--- src/design/smt_pkg.sv ---
// Servo move tracker package: shared types and constants.
// Used by every module of the tracker; no dependencies.
package smt_pkg;

  localparam int POS_W  = 10;
  localparam int TIME_W = 16;
  localparam int NOW_W  = 32;
  localparam int DIVA_W = 27;
  localparam int DIVB_W = 17;

  localparam logic [POS_W-1:0] POS_MAX    = 10'd1000;
  localparam logic [8:0]       DIST_SPAN  = 9'd500;
  localparam logic [POS_W-1:0] POS_RESET  = 10'd500;

  // ceil(2^35 / DIST_SPAN); exact quotient for dividends below 2^26
  localparam logic [26:0]      SPAN_RECIP = 27'd68719477;
  localparam int               SPAN_SHIFT = 35;

  typedef enum logic [1:0] {
    CMD_SMOOTH   = 2'd0,
    CMD_DIRECT   = 2'd1,
    CMD_RECENTER = 2'd2,
    CMD_TICK     = 2'd3
  } cmd_t;

  typedef enum logic [1:0] {
    ST_SENT    = 2'd0,
    ST_IGNORED = 2'd1,
    ST_BAD_ID  = 2'd2
  } status_t;

  typedef enum logic [1:0] {
    REG_DEADZONE = 2'd0,
    REG_MIN_TIME = 2'd1,
    REG_MAX_TIME = 2'd2,
    REG_CENTER   = 2'd3
  } reg_idx_t;

  typedef struct packed {
    logic [POS_W-1:0] cur;
    logic [POS_W-1:0] tgt;
    logic [NOW_W-1:0] start;
    logic             moving;
  } entry_t;

  localparam entry_t ENTRY_RESET = '{cur: POS_RESET, tgt: POS_RESET, start: '0, moving: 1'b0};

  typedef struct packed {
    logic              done;
    logic [DIVA_W-1:0] quo;
    logic              rem_nz;
  } div_res_t;

  typedef enum logic [3:0] {
    S_IDLE,
    S_SM_RD,
    S_SM_EV,
    S_MT_MUL,
    S_MT_WAIT,
    S_EMIT,
    S_RC_RD,
    S_RC_ACC,
    S_RC_EMIT,
    S_TK_RD,
    S_TK_EV,
    S_TK_EST,
    S_TK_DIV,
    S_TK_NEXT
  } state_t;

endpackage

--- src/design/smt_mem.sv ---
// Servo state memory: one write port, one registered read port.
// Per-entry valid bits give the reset entry until written. Uses smt_pkg.
module smt_mem
  import smt_pkg::*;
#(
  parameter int DEPTH = 8,
  parameter int AW    = 3
) (
  input  logic          clk,
  input  logic          rst,
  input  logic          we,
  input  logic [AW-1:0] waddr,
  input  entry_t        wdata,
  input  logic [AW-1:0] raddr,
  output entry_t        rdata
);

  entry_t            mem [DEPTH];
  logic [DEPTH-1:0]  vld;
  entry_t            q;
  logic              q_ok;

  always_ff @(posedge clk) begin
    if (we) begin
      mem[waddr] <= wdata;
    end
    q <= mem[raddr];
  end

  always_ff @(posedge clk) begin
    if (rst) begin
      vld  <= '0;
      q_ok <= 1'b0;
    end else begin
      if (we) begin
        vld[waddr] <= 1'b1;
      end
      q_ok <= vld[raddr];
    end
  end

  assign rdata = q_ok ? q : ENTRY_RESET;

endmodule

--- src/design/smt_div.sv ---
// Restoring serial divider, one quotient bit per cycle.
// Unsigned dividend and divisor; reports quotient and nonzero remainder. Uses smt_pkg.
module smt_div
  import smt_pkg::*;
(
  input  logic              clk,
  input  logic              rst,
  input  logic              start,
  input  logic [DIVA_W-1:0] a,
  input  logic [DIVB_W-1:0] b,
  output div_res_t          res
);

  logic [DIVA_W-1:0] quo;
  logic [DIVB_W-1:0] rem;
  logic [DIVB_W-1:0] dvs;
  logic [4:0]        cnt;
  logic              busy;
  logic              done;
  logic [DIVB_W:0]   shifted;
  logic [DIVB_W:0]   trial;

  assign shifted = {rem, quo[DIVA_W-1]};
  assign trial   = shifted - {1'b0, dvs};

  always_ff @(posedge clk) begin
    if (start) begin
      quo <= a;
      rem <= '0;
      dvs <= b;
    end else if (busy) begin
      if (!trial[DIVB_W]) begin
        rem <= trial[DIVB_W-1:0];
        quo <= {quo[DIVA_W-2:0], 1'b1};
      end else begin
        rem <= shifted[DIVB_W-1:0];
        quo <= {quo[DIVA_W-2:0], 1'b0};
      end
    end
  end

  always_ff @(posedge clk) begin
    if (rst) begin
      busy <= 1'b0;
      cnt  <= '0;
      done <= 1'b0;
    end else begin
      done <= busy && (cnt == 5'd1);
      if (start) begin
        busy <= 1'b1;
        cnt  <= 5'(DIVA_W);
      end else if (busy) begin
        cnt <= cnt - 5'd1;
        if (cnt == 5'd1) begin
          busy <= 1'b0;
        end
      end
    end
  end

  assign res = '{done: done, quo: quo, rem_nz: (rem != '0)};

endmodule

--- src/design/servo_move_tracker_core.sv ---
// Servo move tracker: top level with the command sequencer.
// Uses smt_pkg, smt_mem (servo state) and smt_div (tick estimate divider).
//
// in_valid/in_stall takes one command word: smooth move, direct move,
// recenter all, or time tick. out_valid/out_stall carries result words; a
// smooth or direct move gives one word, recenter one word per servo with last
// set on the final one, a tick none. cfg_we/cfg_idx/cfg_data write the
// configuration registers; the user must do so only while no command is in
// flight, which the block does not enforce. One command at a time: in_stall
// is high from the accepting edge until the sequencer is idle again. Direct
// moves go straight to emit; smooth ones emit after the read on a bad id,
// after evaluation in the deadzone, else after a reciprocal multiply for
// the move time. Recenter reads each entry in turn, scales once, then writes
// one entry per delivered word. A tick may run the 27-step divider for each
// moving servo. A word waits in the output register while out_stall is high
// and the sequencer holds until that register frees. Reset restores the
// register defaults and marks every servo entry as centered and at rest.
module servo_move_tracker_core
  import smt_pkg::*;
#(
  parameter int SERVO_COUNT = 8
) (
  input  logic                clk,
  input  logic                rst,
  input  logic                in_valid,
  output logic                in_stall,
  input  logic [1:0]          cmd,
  input  logic [7:0]          servo_id,
  input  logic signed [15:0]  position,
  input  logic [TIME_W-1:0]   move_time_in,
  input  logic [NOW_W-1:0]    now_ms,
  output logic                out_valid,
  input  logic                out_stall,
  output logic [1:0]          status,
  output logic [7:0]          servo_out,
  output logic [POS_W-1:0]    position_out,
  output logic [TIME_W-1:0]   move_time_out,
  output logic                last,
  input  logic                cfg_we,
  input  logic [1:0]          cfg_idx,
  input  logic [TIME_W-1:0]   cfg_data
);

  localparam int IW = $clog2(SERVO_COUNT);
  localparam logic [IW-1:0] LAST_IDX = IW'(SERVO_COUNT - 1);

  state_t state, state_next;

  logic [POS_W-1:0]  deadzone, center_cfg;
  logic [TIME_W-1:0] t_min, t_max;

  cmd_t              cmd_r;
  logic [7:0]        id_r;
  logic [POS_W-1:0]  pos_r;
  logic [NOW_W-1:0]  now_r;
  logic [IW-1:0]     idx;
  entry_t            ent;
  logic [POS_W:0]    far;
  logic [TIME_W-1:0] t_r;
  logic              mt_neg;
  logic              tk_neg;

  status_t           p_status;
  logic [TIME_W-1:0] p_time;
  logic              p_we;
  entry_t            p_wdata;

  logic              mem_we;
  logic [IW-1:0]     mem_waddr;
  entry_t            mem_wdata;
  logic [IW-1:0]     mem_raddr;
  entry_t            mem_rdata;

  logic              div_start;
  logic [DIVA_W-1:0] div_a;
  logic [DIVB_W-1:0] div_b;
  div_res_t          div_res;

  logic              slot_free;
  logic              out_load;
  logic              accept;

  // input decode
  logic              id_ok;
  logic [POS_W-1:0]  pos_in_c;
  logic [POS_W-1:0]  cent_c;

  assign accept    = in_valid && !in_stall;
  assign in_stall  = (state != S_IDLE);
  assign slot_free = !out_valid || !out_stall;
  assign id_ok     = (id_r >= 8'd1) && (id_r <= 8'(SERVO_COUNT));
  assign pos_in_c  = position[15] ? '0 :
                     (position > $signed({6'd0, POS_MAX})) ? POS_MAX : position[POS_W-1:0];
  assign cent_c    = (center_cfg > POS_MAX) ? POS_MAX : center_cfg;

  // move-time arithmetic
  logic signed [17:0] span;
  logic [POS_W:0]     mt_dist;
  logic signed [29:0] mt_prod;
  logic [25:0]        mt_mag;
  logic [25:0]        mag_r;
  logic [52:0]        mt_full;
  logic [17:0]        mt_quo_r;
  logic signed [19:0] mt_q;
  logic signed [19:0] t_sum;
  logic [TIME_W-1:0]  t_c;

  // per-entry arithmetic
  logic [POS_W:0]     dist_sm;
  logic [POS_W:0]     dist_rc;
  logic [POS_W:0]     far_next;
  logic signed [11:0] diff;
  logic [POS_W:0]     abs_diff;
  logic [NOW_W-1:0]   elapsed;
  logic [POS_W:0]     ad_r;
  logic [DIVA_W-1:0]  tk_num;
  logic [11:0]        qmag;
  logic signed [12:0] qs;
  logic signed [12:0] newp;
  logic [POS_W-1:0]   newp_c;

  assign span    = $signed({2'b0, t_max}) - $signed({2'b0, t_min});
  assign mt_prod = $signed({1'b0, mt_dist}) * span;
  assign mt_mag  = mt_prod[29] ? 26'(-mt_prod) : 26'(mt_prod);
  assign mt_full = {27'd0, mag_r} * {26'd0, SPAN_RECIP};
  assign mt_q    = mt_neg ? -$signed({2'b0, mt_quo_r}) : $signed({2'b0, mt_quo_r});
  assign t_sum   = $signed({4'b0, t_min}) + mt_q;
  assign t_c     = (t_sum < $signed({4'b0, t_min})) ? t_min :
                   (t_sum > $signed({4'b0, t_max})) ? t_max :
                   t_sum[TIME_W-1:0];

  assign dist_sm  = (pos_r >= mem_rdata.cur) ? {1'b0, pos_r - mem_rdata.cur}
                                             : {1'b0, mem_rdata.cur - pos_r};
  assign dist_rc  = (cent_c >= mem_rdata.cur) ? {1'b0, cent_c - mem_rdata.cur}
                                              : {1'b0, mem_rdata.cur - cent_c};
  assign far_next = (dist_rc > far) ? dist_rc : far;
  assign diff     = $signed({2'b0, mem_rdata.tgt}) - $signed({2'b0, mem_rdata.cur});
  assign abs_diff = diff[11] ? 11'(-diff) : 11'(diff);
  assign elapsed  = now_r - ent.start;
  // |target - current| times elapsed for the estimate divide
  assign tk_num   = {16'd0, ad_r} * {11'd0, elapsed[15:0]};
  assign qmag     = {1'b0, div_res.quo[POS_W:0]} + {11'd0, div_res.rem_nz & tk_neg};
  assign qs       = tk_neg ? -$signed({1'b0, qmag}) : $signed({1'b0, qmag});
  assign newp     = $signed({3'b0, ent.cur}) + qs;
  assign newp_c   = newp[12] ? '0 :
                    (newp > $signed({3'b0, POS_MAX})) ? POS_MAX : newp[POS_W-1:0];

  always_comb begin
    case (state)
      S_SM_EV:  mt_dist = dist_sm;
      S_RC_ACC: mt_dist = far_next;
      default:  mt_dist = abs_diff;
    endcase
  end

  smt_mem #(.DEPTH(SERVO_COUNT), .AW(IW)) u_mem (
    .clk   (clk),
    .rst   (rst),
    .we    (mem_we),
    .waddr (mem_waddr),
    .wdata (mem_wdata),
    .raddr (mem_raddr),
    .rdata (mem_rdata)
  );

  smt_div u_div (
    .clk   (clk),
    .rst   (rst),
    .start (div_start),
    .a     (div_a),
    .b     (div_b),
    .res   (div_res)
  );

  // next state
  always_comb begin
    state_next = state;
    case (state)
      S_IDLE: begin
        if (accept) begin
          case (cmd_t'(cmd))
            CMD_SMOOTH:   state_next = S_SM_RD;
            CMD_DIRECT:   state_next = S_EMIT;
            CMD_RECENTER: state_next = S_RC_RD;
            default:      state_next = S_TK_RD;
          endcase
        end
      end
      S_SM_RD:   state_next = id_ok ? S_SM_EV : S_EMIT;
      S_SM_EV:   state_next = (dist_sm <= {1'b0, deadzone}) ? S_EMIT : S_MT_MUL;
      S_MT_MUL:  state_next = S_MT_WAIT;
      S_MT_WAIT: begin
        case (cmd_r)
          CMD_SMOOTH:   state_next = S_EMIT;
          CMD_RECENTER: state_next = S_RC_EMIT;
          default:      state_next = S_TK_EST;
        endcase
      end
      S_EMIT:    state_next = slot_free ? S_IDLE : S_EMIT;
      S_RC_RD:   state_next = S_RC_ACC;
      S_RC_ACC:  state_next = (idx == LAST_IDX) ? S_MT_MUL : S_RC_RD;
      S_RC_EMIT: state_next = (slot_free && idx == LAST_IDX) ? S_IDLE : S_RC_EMIT;
      S_TK_RD:   state_next = S_TK_EV;
      S_TK_EV:   state_next = mem_rdata.moving ? S_MT_MUL : S_TK_NEXT;
      S_TK_EST: begin
        if (elapsed >= {16'd0, t_r}) state_next = S_TK_NEXT;
        else if (elapsed != '0 && t_r != '0) state_next = S_TK_DIV;
        else state_next = S_TK_NEXT;
      end
      S_TK_DIV:  state_next = div_res.done ? S_TK_NEXT : S_TK_DIV;
      S_TK_NEXT: state_next = (idx == LAST_IDX) ? S_IDLE : S_TK_RD;
      default:   state_next = S_IDLE;
    endcase
  end

  // control outputs
  always_comb begin
    mem_we    = 1'b0;
    mem_waddr = idx;
    mem_wdata = p_wdata;
    mem_raddr = idx;
    div_start = 1'b0;
    div_a     = tk_num;
    div_b     = {1'b0, t_r};
    out_load  = 1'b0;
    case (state)
      S_EMIT: begin
        out_load = slot_free;
        mem_we   = slot_free && p_we;
      end
      S_RC_EMIT: begin
        out_load  = slot_free;
        mem_we    = slot_free;
        mem_wdata = '{cur: cent_c, tgt: cent_c, start: now_r, moving: 1'b0};
      end
      S_TK_EST: begin
        if (elapsed >= {16'd0, t_r}) begin
          mem_we    = 1'b1;
          mem_wdata = '{cur: ent.tgt, tgt: ent.tgt, start: ent.start, moving: 1'b0};
        end else begin
          div_start = (elapsed != '0) && (t_r != '0);
        end
      end
      S_TK_DIV: begin
        mem_we    = div_res.done;
        mem_wdata = '{cur: newp_c, tgt: ent.tgt, start: ent.start, moving: 1'b1};
      end
      default: ;
    endcase
  end

  always_ff @(posedge clk) begin
    if (rst) begin
      state         <= S_IDLE;
      deadzone      <= 10'd5;
      t_min         <= 16'd100;
      t_max         <= 16'd1000;
      center_cfg    <= POS_RESET;
      out_valid     <= 1'b0;
    end else begin
      state <= state_next;
      if (cfg_we) begin
        case (reg_idx_t'(cfg_idx))
          REG_DEADZONE: deadzone   <= cfg_data[POS_W-1:0];
          REG_MIN_TIME: t_min      <= cfg_data;
          REG_MAX_TIME: t_max      <= cfg_data;
          REG_CENTER:   center_cfg <= cfg_data[POS_W-1:0];
          default: ;
        endcase
      end
      if (out_load) out_valid <= 1'b1;
      else if (!out_stall) out_valid <= 1'b0;
    end
  end

  // move time: magnitude, then reciprocal of the distance span
  always_ff @(posedge clk) begin
    mag_r    <= mt_mag;
    mt_quo_r <= mt_full[SPAN_SHIFT+17:SPAN_SHIFT];
  end

  // datapath
  always_ff @(posedge clk) begin
    if (out_load) begin
      if (state == S_RC_EMIT) begin
        status        <= ST_SENT;
        servo_out     <= 8'(idx) + 8'd1;
        position_out  <= cent_c;
        move_time_out <= t_r;
        last          <= (idx == LAST_IDX);
      end else begin
        status        <= p_status;
        servo_out     <= id_r;
        position_out  <= pos_r;
        move_time_out <= p_time;
        last          <= 1'b1;
      end
    end
    case (state)
      S_IDLE: begin
        if (accept) begin
          cmd_r    <= cmd_t'(cmd);
          id_r     <= servo_id;
          pos_r    <= pos_in_c;
          now_r    <= now_ms;
          far      <= '0;
          p_status <= ST_BAD_ID;
          p_time   <= '0;
          p_we     <= 1'b0;
          idx      <= (cmd_t'(cmd) == CMD_SMOOTH || cmd_t'(cmd) == CMD_DIRECT)
                      ? IW'(servo_id - 8'd1) : '0;
          if (cmd_t'(cmd) == CMD_DIRECT &&
              servo_id >= 8'd1 && servo_id <= 8'(SERVO_COUNT)) begin
            p_status <= ST_SENT;
            p_time   <= move_time_in;
            p_we     <= 1'b1;
            p_wdata  <= '{cur: pos_in_c, tgt: pos_in_c, start: now_ms, moving: 1'b0};
          end
        end
      end
      S_SM_RD: ;
      S_SM_EV: begin
        ent    <= mem_rdata;
        mt_neg <= span[17];
        if (dist_sm <= {1'b0, deadzone}) p_status <= ST_IGNORED;
      end
      S_MT_WAIT: begin
        t_r <= t_c;
        if (cmd_r == CMD_SMOOTH) begin
          p_status <= ST_SENT;
          p_time   <= t_c;
          p_we     <= 1'b1;
          p_wdata  <= '{cur: ent.cur, tgt: pos_r, start: now_r, moving: 1'b1};
        end
        if (cmd_r == CMD_RECENTER) idx <= '0;
      end
      S_RC_ACC: begin
        far    <= far_next;
        mt_neg <= span[17];
        if (idx != LAST_IDX) idx <= idx + IW'(1);
      end
      S_RC_EMIT: begin
        if (slot_free && idx != LAST_IDX) idx <= idx + IW'(1);
      end
      S_TK_EV: begin
        ent    <= mem_rdata;
        ad_r   <= abs_diff;
        tk_neg <= diff[11];
        mt_neg <= span[17];
      end
      S_TK_NEXT: begin
        if (idx != LAST_IDX) idx <= idx + IW'(1);
      end
      default: ;
    endcase
  end

  a_no_write_idle: assert property (@(posedge clk) disable iff (rst)
    (state == S_IDLE) |-> !mem_we)
    else $error("memory write while idle");

  a_div_done_waited: assert property (@(posedge clk) disable iff (rst)
    div_res.done |-> (state == S_TK_DIV))
    else $error("divider finished outside the estimate state");

  a_load_free: assert property (@(posedge clk) disable iff (rst)
    out_load |-> slot_free)
    else $error("output register overwritten");

  a_rc_last: assert property (@(posedge clk) disable iff (rst)
    (out_load && state == S_RC_EMIT && idx == LAST_IDX) |=> (state == S_IDLE))
    else $error("recenter did not finish after last word");

endmodule
--- config.mk ---
export PLATFORM = sky130hd
export DESIGN_NAME = servo_move_tracker_core
export DESIGN_NICKNAME = d
export VERILOG_FILES = /design/src/design/smt_pkg.sv /design/src/design/smt_mem.sv /design/src/design/smt_div.sv /design/src/design/servo_move_tracker_core.sv
export SDC_FILE = /design/constraint.sdc
export NUM_CORES = 2
export LEC_CHECK = 0
export ABC_AREA = 1
export BUFFER_PORTS_ARGS = -buffer_cell sky130_fd_sc_hd__buf_2
export CORE_MARGIN = 1.5
export CORE_UTILIZATION = 50
export CTS_BUF_LIST = sky130_fd_sc_hd__clkbuf_4 sky130_fd_sc_hd__clkbuf_8 sky130_fd_sc_hd__clkbuf_16
export DETAILED_ROUTE_END_ITERATION = 10
export GPL_ROUTABILITY_DRIVEN = 1
export PLACE_DENSITY = 0.79
export SYNTH_ARGS = -nofsm -noshare
export SYNTH_HDL_FRONTEND = slang
export SYNTH_SLANG_ARGS = --single-unit
--- constraint.sdc ---
create_clock -name clk -period 9.1 [get_ports clk]
set_input_delay 1.82 -clock clk [delete_from_list [all_inputs] [get_ports clk]]
set_output_delay 1.82 -clock clk [all_outputs]
set_load 0.1 [all_outputs]
==> impl_metrics.yaml <==
logic_synthesis:
  yosysUniqueCellTypes: 64
  synth_edf_count: 723
  ys_top_cells_by_count: "1817 x nand2_1, 1470 x inv_1, 723 x edfxtp_1, 615 x ha_1, 517 x fa_1"
  synth.avg_cell_area_sq_um: 8.98
  async_flop_share_pct: 0
  yosys_warnings: 0
  ys.flop_type: "edfxtp_1"
  netlist_top_cells_area: "edfxtp_1 32%, fa_1 15%, ha_1 11%"
  synth.top_cell.area_share_pct: 31.5
  yosysSeqAreaShare_pct: 37.0
  syn_nets: 8898
  yosysMostFrequentCell: "nand2_1"
  synth_area_sq_um: 68900
  synth_area_leader_cell: "edfxtp_1"
  ys_ff_latch: 910
  syn_inst: 7669
placed_design:
  portBuffers: 135
  gp_congestion: 1.02
  dpl.hpwl_microns: 157000
grt:
  grt_max_degree: 70
  grt_pass1_vias: 56507
  grt_pass1_wl_microns: 318000
  grt_antenna_before_repair: 11
  track_usage_pct: 29.5
  overflow: 0
drt:
  vias: 55889
  drc: 2
  vias_per_cell: 5.66
  wire_per_inst_microns: 21.1
  final_antenna_net_count: 0
  wirelength_microns: 208000
  drt_iter0_markers: 5009
  drt-pass1-iter-count: 9
clock_network:
  clock_latency_ns: 0.76
  clock-sinks: 910
  ctsHoldBuffers: 0
  path_clk_slew_ns: 0.07
  clockBufferDepth: 3
  cts_buffers: 94
  clock-root-buffer: "clkbuf_16"
  h-tree-depth: 3
  cts_tree: "built"
setup_path:
  end_kind: "flip-flop"
  cp_max_fo: 7
  rr_worst_depth: 51
  max_stage_delay_ns: 0.61
  critPathSlowestCell: "fa_2"
  reg2reg_slack_ns: 0.16
  path_common_cell: "buf_6"
  critPathRequiredTime_ns: 9.70
  crit_arrival_ns: 9.54
  start_kind: "flip-flop"
  worstSetupPathType: "reg2reg"
  r2r-start: "center_cfg[8]$_SDFFE_PP1P_"
  timing.rr.end: "mag_r[25]$_DFF_P_"
  critPathTopFamily: "adder cells"
  cp.buffers_inverters: 13
min_path:
  hold_depth: 2
  hold_class: "reg2reg"
  hold_end: "u_mem.q[52]$_DFF_P_"
  min_from: "u_mem.mem[4][52]$_DFFE_PP_"
finish:
  area_delta_synth_final_pct: 13.3
  drive_above_1_share_pct: 11.4
  nets: 9239
  fin_util_pct: 57.4
sta:
  rsz0062_at_grt: "yes"
  timing.fmax_mhz: 112
  hold_viol: 0
  setup_violations: 0
  fin_skew_ns: 0.105
  slew_violations: 0
  min_period_ns: 8.94
  worst_slew_pin_slew_ns: 1.32
  period_share_pct: 98.3
  relSlewSlack_pct: 10.9
floorplanning:
  ios: 136
  coreArea_sq_um: 136000
  die_h_microns: 374
  rows: 135
  die_x_microns: 374
  initial_core_util_pct: 50.6
  die-area_sq_um: 140000
run_status:
  violations: "DRC"
  run_status: "finished, violations left"
run:
  cap_violations: 0
[worst min-delay path: cells and delay by family, from the launching register on]
family        cells  cell delay, ns
flops             1            0.32
simple gates      2            0.12
[sequential cells by signal, indices dropped and copies added (netlist names), 10 cells and up]
register       flops
mag_r             26
t_max             16
u_mem.mem        424
u_div.rem         17
t_r               16
pos_r             10
ent               52
position_out      10
t_min             16
now_r             32
deadzone          10
p_wdata           53
far               11
center_cfg        10
p_time            16
ad_r              11
u_div.dvs         16
u_div.quo         27
u_mem.q           53
mt_quo_r          18
move_time_out     16
[cell type report]
| class | instances | area (sq um) |
|---|---|---|
| diodes | 6 | 15.0 |
| fillers | 11320 | 58000 |
| inverters | 1491 | 5600 |
| clock buffers | 124 | 2630 |
| repair buffers | 428 | 3050 |
| flip-flops and latches | 910 | 25500 |
| clock inverters | 53 | 629 |
| well taps | 1781 | 2230 |
| multi-input cells | 5085 | 38400 |
[routing by layer]
layer,share of wire [%],GRT usage (%)
met2,48,49.7
met4,6.3,16.1
met1,37,35.7
met5,0.048,0
met3,9.3,5.50
[worst max-delay path by stage]
stage,start,endpoint,slack (ns),cells after the start
detailed placement,center_cfg[9]$_SDFFE_PP0P_,mag_r[21]$_DFF_P_,-0.41,50
finish,center_cfg[8]$_SDFFE_PP1P_,mag_r[25]$_DFF_P_,0.16,51
global route,center_cfg[6]$_SDFFE_PP1P_,mag_r[15]$_DFF_P_,-0.27,55
floorplan,u_mem.q_ok$_SDFF_PP0_,mag_r[25]$_DFF_P_,0.01,49
CTS,center_cfg[0]$_SDFFE_PP0P_,mag_r[11]$_DFF_P_,0.0003,50
global placement,center_cfg[0]$_SDFFE_PP0P_,mag_r[25]$_DFF_P_,-0.30,50
[timing repair]
action                     in CTS  in global routing
cloned                          1                  2
resized for setup              50                302
setup endpoints to repair      25                 25
pin swaps                      19                181
setup buffers                  20                 25
[kinds of logic after synthesis]
logic type | after synthesis | synth area share [%]
simple gates | 2767 | 16.5
buf+inv | 1674 | 9.23
fa+ha+maj | 1132 | 26.2
compound gates | 987 | 8.54
flops | 910 | 37.0
xor+xnor | 198 | 2.53
mux | 1 | 0.0145
[layout by cell type (no fill, tap or decap), types with 52 or more instances in the layout]
master / instances
nand2_1: 1762
inv_1: 1417
edfxtp_1: 723
ha_1: 590
fa_1: 500
nor2_1: 408
a21oi_1: 341
buf_4: 263
o21ai_0: 235
nand3_1: 216
dfxtp_1: 183
nand4_1: 147
buf_2: 136
xor2_1: 126
clkbuf_16: 94
xnor2_1: 62
a22oi_1: 61
inv_2: 58
a221oi_1: 52
[per-stage QoR]
step	std cells	hold WS, ns	TNS, ns	instance area, sq um	setup slack, ns
after floorplan	7669	0.429	0	68900	0.0142
after global placement	9648	0.438	-4.33	73000	-0.299
after detailed placement	9648	0.444	-6.14	73000	-0.408
after CTS	9846	0.443	0	76600	0.000333
after global routing	9872	0.452	-5.35	78000	-0.272
final	9878	0.430	0	78000	0.155
Power is not shown: default switching activity piles up to over one toggle a cycle in this logic, so the estimate is an artifact.
